--- src/gte_pkg.sv ---
`timescale 1ns / 1ps
// Shared types, fixed-point constants and elaboration-time helpers for the
// geodetic to ECEF unit. Depends on nothing; all files but gte_dly and gte_mulq import it.
package gte_pkg;

  localparam int   CORDIC_STEPS_DEF = 32;
  localparam int   NEWTON_STEPS     = 8;
  localparam int   MUL_LAT          = 2;
  localparam longint ONE_Q60        = 64'sd1 <<< 60;
  localparam longint A_MM           = 64'sd6378137000;
  localparam longint OUT_MAX        = (64'sd1 <<< 34) - 64'sd1;
  localparam longint OUT_MIN        = -(64'sd1 <<< 34);

  typedef struct packed {
    logic signed [31:0] lat;
    logic               lat_flip;
    logic signed [31:0] lon;
    logic               lon_flip;
    logic signed [31:0] alt;
  } gte_item_t;

  // Rounded signed product, shifted right by s, ties away from zero.
  function automatic longint mulq_f(input longint a, input longint b, input int s);
    logic         neg;
    logic [63:0]  ua;
    logic [63:0]  ub;
    logic [143:0] p;
    neg = (a < 0) != (b < 0);
    ua  = (a < 0) ? 64'(-a) : 64'(a);
    ub  = (b < 0) ? 64'(-b) : 64'(b);
    p   = {80'd0, ua} * {80'd0, ub};
    p   = p + (144'd1 << (s - 1));
    p   = p >> s;
    return neg ? -longint'(p[63:0]) : longint'(p[63:0]);
  endfunction

  // Truncating unsigned quotient by restoring long division.
  function automatic logic [63:0] udiv_f(input logic [63:0] n, input logic [63:0] d);
    logic [63:0] q;
    logic [64:0] r;
    q = '0;
    r = '0;
    for (int i = 63; i >= 0; i--) begin
      r = {r[63:0], n[i]};
      if (r >= {1'b0, d}) begin
        r    = r - {1'b0, d};
        q[i] = 1'b1;
      end
    end
    return q;
  endfunction

  function automatic longint atan_recip_f(input longint unsigned m);
    longint unsigned p;
    longint unsigned k;
    longint          sum;
    longint          term;
    p   = udiv_f(64'(ONE_Q60), m);
    k   = 0;
    sum = 0;
    while (p != 0) begin
      term = longint'(udiv_f(p, 2 * k + 1));
      sum  = k[0] ? sum - term : sum + term;
      p    = udiv_f(udiv_f(p, m), m);
      k    = k + 1;
    end
    return sum;
  endfunction

  function automatic longint quarter_f();
    return 4 * atan_recip_f(64'd5) - atan_recip_f(64'd239);
  endfunction

  function automatic longint atn_f(input int i);
    return (i == 0) ? quarter_f() : atan_recip_f(64'd1 << i);
  endfunction

  function automatic longint rsqrt_f(input longint v, input longint r0);
    longint r;
    longint vr2;
    r = r0;
    for (int it = 0; it < NEWTON_STEPS; it++) begin
      vr2 = mulq_f(v, mulq_f(r, r, 60), 60);
      r   = mulq_f(r, 3 * ONE_Q60 - vr2, 61);
    end
    return r;
  endfunction

  function automatic longint kinv_f(input int steps);
    longint unsigned k2;
    k2 = 64'(ONE_Q60);
    for (int i = 0; i < steps; i++) begin
      if (2 * i < 63) k2 = k2 + (k2 >> (2 * i));
    end
    return rsqrt_f(longint'(k2), ONE_Q60 / 2 + ONE_Q60 / 8);
  endfunction

  // Flattening as a rounded binary fraction, then e2 = f(2 - f).
  function automatic longint e2_f();
    longint unsigned q;
    longint unsigned rem;
    q   = 0;
    rem = 64'd1000000000;
    for (int i = 0; i < 60; i++) begin
      rem = rem << 1;
      q   = q << 1;
      if (rem >= 64'd298257223563) begin
        rem = rem - 64'd298257223563;
        q   = q | 64'd1;
      end
    end
    if (2 * rem >= 64'd298257223563) q = q + 1;
    return mulq_f(longint'(q), 2 * ONE_Q60 - longint'(q), 60);
  endfunction

  localparam longint PI_Q60  = 4 * quarter_f();
  localparam longint E2_Q60  = e2_f();
  localparam longint OME2_Q60 = ONE_Q60 - E2_Q60;

endpackage

--- src/gte_front.sv ---
`timescale 1ns / 1ps
// Front end: takes a command word, folds angles into +-pi/2 and queues the
// word for the back end. Depends on gte_pkg.
module gte_front
  import gte_pkg::*;
(
  input  logic               clk,
  input  logic               rst_n,
  input  logic               start,
  output logic               busy,
  input  logic signed [31:0] in_latitude,
  input  logic signed [31:0] in_longitude,
  input  logic signed [31:0] in_altitude,
  output logic               q_valid,
  output gte_item_t          q_item
);
  gte_item_t   item;
  gte_item_t   q_r [2];
  logic        wr_ptr_r;
  logic        rd_ptr_r;
  logic [1:0]  cnt_r;
  logic        push;
  logic        pop;

  function automatic logic far_angle(input logic signed [31:0] a);
    return (a > 32'sd1073741824) || (a < -32'sd1073741824);
  endfunction

  always_comb begin
    item.lat_flip = far_angle(in_latitude);
    item.lon_flip = far_angle(in_longitude);
    item.lat      = {in_latitude[31] ^ item.lat_flip, in_latitude[30:0]};
    item.lon      = {in_longitude[31] ^ item.lon_flip, in_longitude[30:0]};
    item.alt      = in_altitude;
  end

  assign busy    = (cnt_r == 2'd2);
  assign push    = start && !busy;
  assign pop     = (cnt_r != 2'd0);
  assign q_valid = pop;
  assign q_item  = q_r[rd_ptr_r];

  always_ff @(posedge clk) begin
    if (push) q_r[wr_ptr_r] <= item;
  end

  always_ff @(posedge clk) begin
    if (!rst_n) begin
      wr_ptr_r <= 1'b0;
      rd_ptr_r <= 1'b0;
      cnt_r    <= 2'd0;
    end else begin
      if (push) wr_ptr_r <= ~wr_ptr_r;
      if (pop)  rd_ptr_r <= ~rd_ptr_r;
      cnt_r <= cnt_r + {1'b0, push} - {1'b0, pop};
    end
  end

  // A word is popped every cycle the queue is not empty, so it never holds two.
  a_never_two: assert property (@(posedge clk) disable iff (!rst_n) cnt_r < 2'd2)
    else $error("queue holds two words");
  a_push_seen: assert property (@(posedge clk) disable iff (!rst_n)
    push |=> cnt_r == 2'd1) else $error("accepted word not queued");
  a_drained: assert property (@(posedge clk) disable iff (!rst_n)
    !push |=> cnt_r == 2'd0) else $error("queue not drained");
endmodule

--- config.mk ---
export PLATFORM = sky130hd
export DESIGN_NAME = gte_front
export DESIGN_NICKNAME = d
export VERILOG_FILES = /design/src/gte_pkg.sv /design/src/gte_front.sv
export SDC_FILE = /design/constraint.sdc
export NUM_CORES = 1
export LEC_CHECK = 0
export BUFFER_PORTS_ARGS = -buffer_cell sky130_fd_sc_hd__buf_2
export CAP_MARGIN = 20
export CORE_MARGIN = 2
export CORE_UTILIZATION = 45
export CTS_BUF_LIST = sky130_fd_sc_hd__clkbuf_16
export DETAILED_ROUTE_END_ITERATION = 6
export PLACE_DENSITY = 0.8
export SYNTH_ARGS = -nofsm -noshare
export SYNTH_HDL_FRONTEND = slang
export SYNTH_SLANG_ARGS = --single-unit
--- constraint.sdc ---
create_clock -name clk -period 6.6 [get_ports clk]
set_clock_uncertainty 0.05 [all_clocks]
set_input_delay 0.66 -clock clk [delete_from_list [all_inputs] [get_ports clk]]
set_output_delay 0.66 -clock clk [all_outputs]
set_load 0.02 [all_outputs]
==> metrics.md <==
| Metric | Value |
|---|---|
| YS warnings | `0` |
| Worst-path fanout max | `55` |
| CTS Root Cell | `clkbuf_16` |
| Yosys top cell area share | `roughly 79%` |
| Maxcap violations | `0` |
| Skew-Pair Late Insertion Delay | `0.47 ns` |
| CTS Buf Count | `21` |
| Core Box Area | `16410 µm²` |
| Critical path startpoint category | `flop` |
| Slew margin rel. | `51.13%` |
| GRT Total Usage | `15.10%` |
| CP max stage delay | `0.81 ns` |
| Drt first pass iters | `4` |
| Synthesized area | `around 7500 µm²` |
| CTS-repair resized insts | `0` |
| Delay-heaviest family, CP | `buffers and inverters` |
| Cts hold-fix bufs | `0` |
| Drt first-iter violations | `197` |
| Die Area | `around 18000 µm²` |
| Most frequent cells after synthesis | `edfxtp_1, mux2_2, mux2_4, nor4_1, buf_2` |
| # port buffers | `198` |
| Crit Path Class | `reg2out` |
| Post-Syn Area per Cell | `between 20 and 25 µm²` |
| Fin Setup TNS | `0 ns` |
| Cell Rows | `47` |
| Htree depth | `1` |
| DR DRC count | `0` |
| Mapped Nets | `449` |
| Final-layout fill cell count | `1248` |
| ANT nets after route | `0` |
| Status | `complete, no violations` |
| Final Hold Fails | `0` |
| First-pass GRT wire length | `~21 mm` |
| LEAKAGE | `0.003564 µW` |
| Buffer count from post-CTS setup fixing | `0` |
| Worst-Margin Slew | `0.7331 ns` |
| Crit end category | `output port` |
| Cells after Synth | `350` |
| Yosys reg bits | `201` |
| Total routed wirelength | `13.78 mm` |
| CTS Sinks | `approximately 200` |
| Most common cell in the netlist | `edfxtp_1` |
| Final Setup Violations | `0` |
| Critical path, cell by cell | `buf_4, mux2_2, buf_2` |
| Fmax | `approximately 300 MHz` |
| Die height | `~130 µm` |
| WHS | `0.3200 ns` |
| CP arrival | `2.61 ns` |
| Routed WL per cell | `around 17 µm` |
| Area of the multi-input gates | `1429 µm²` |
| Max Buffers Root-to-Sink | `3` |
| RSZ-0062 raised after global routing | `no` |
| NumNets Final | `around 660` |
| Count of final max-slew check failures | `0` |
| Share of cells above drive strength 1 | `57.61%` |
| Cell accounting for the most synthesized area | `edfxtp_1` |
| Vias in the first global route | `4262` |
| WP data required | `5.89 ns` |
| Die Wd | `133.0 µm` |
| Gpl congestion | `0.7472` |
| Final Cycle Share | `between 50% and 60%` |
| CP max stage cell | `dfxtp_4` |
| Post-DP HPWL | `9.121 mm` |
| Power density cells | `317.6 nW/µm²` |
| Storage element area | `5989 µm²` |
| Initial antenna violation count | `0` |
| IR drop worst, VDD | `about 0.00023 V` |
| CTS tree | `done` |
| Clock Pin Slew Worst Setup and Hold Paths | `0.06 ns` |
| Vias per cell | `4.994` |
| GR Overflow Total | `0` |
| Area growth syn-to-layout | `25.93%` |
| Async S/R FF share, synth | `0%` |
| I/O pin count | `199` |
| CP Buf/Inv Count | `2` |
| Ranking of synthesized cells by area | `edfxtp_1, mux2_2, mux2_4, dfxtp_1, nor4_1` |
| Largest net degree at the start of global routing | `56` |
| Synth cell types | `21` |
| N_diodes | `0` |
| Post-synthesis sequential area ratio | `~80%` |
| Via count | `~4000` |
| Starting Density | `45.67%` |
| Hold Crit Class | `in2reg` |
| EDFF count, synth | `196` |
| Fin crit period | `3.325 ns` |
| Most used DFF post-synth | `edfxtp_1` |
## logic make-up after synthesis
kind of cell / Yosys count / synth area share, %
XOR/XNOR: 1 / 0.1169
AO/OA/AOI/OAI: 3 / 0.2338
flip-flops: 201 / 79.88
multiplexers: 100 / 16.00
AND/OR/NAND/NOR: 31 / 2.555
buffers and inverters: 14 / 1.219
## area by class of cell
type / count / share of cell area, %
multi-input combinational: 135 / 15.14
clock inverter: 16 / 1.830
sequential: 201 / 63.47
timing repair buffer: 202 / 10.95
tap: 220 / 2.917
clock buffer: 21 / 5.569
inverter: 3 / 0.1193
## final timing paths
kind	startpoint	end	slack (ns)	cells after the start
setup / recovery	flop	q_item[35]	3.28	3
hold / removal	in_altitude[1]	q_r[1][1]	0.32	1
setup reg to reg	cnt_r[0]	q_r[0][20]	4.27	5
hold reg to reg	cnt_r[0]	cnt_r[1]	0.45	1
## stage by stage
stage	power [µW]	util [%]	cells	worst slack [ns]	instance area, µm²
floorplan	1733	-	350	1.182	7493
global placement	1838	53.14	760	3.550	8718
detailed placement	1851	53.26	761	3.733	8738
CTS	3031	57.52	798	3.202	9437
global route	3099	57.52	798	3.128	9437
finish	2997	57.52	798	3.275	9437
## state kept, by name (all words and copies together), names as in the netlist, named ones only
register  count
cnt_r         2
rd_ptr_r      1
wr_ptr_r      1
q_r         196
## layer usage
layer  vias to the layer above  part of all wire (%)  wire length (µm)  global-route usage, %
met2                       141                    52              7162                  27.46
li1                       1839                     -                 -                      -
met4                         0                   2.0               282                  4.659
met1                      1978                    38              5297                  17.26
met5                         -                     0                 0                      0
met3                        27                   7.5              1037                  4.253
## placed cells by master (no fill, tap or decap), drive strengths merged
master	netlist	layout
nor2	1	1
clkinv	0	7
clkbuf	0	21
or3	1	1
and3	4	4
clkinvlp	0	1
inv	3	7
buf	11	202
nand2	2	2
o21a	1	1
nand2b	1	1
edfxtp	196	196
and2	1	1
nor4	14	14
o21ai	2	2
mux2	98	98
or2	1	1
xnor2	1	1
bufinv	0	4
nand4	4	4
mux2i	2	2
nor4b	2	2
dfxtp	5	5
## worst register-to-register path, delay by kind of cell, from the launching register on
kind	cells	cell delay, ns
and+or+nand+nor	3	0.61
DFF	1	0.34
buffers and inverters	2	0.90
## power by group
group          leakage (µW)  internal, µW  total, µW  switching (µW)
Combinational       0.00133           126        307             182
Clock              0.000355           732       1180             444
Sequential          0.00188          1490       1510            25.7
Power figures use the tool's default switching activity.
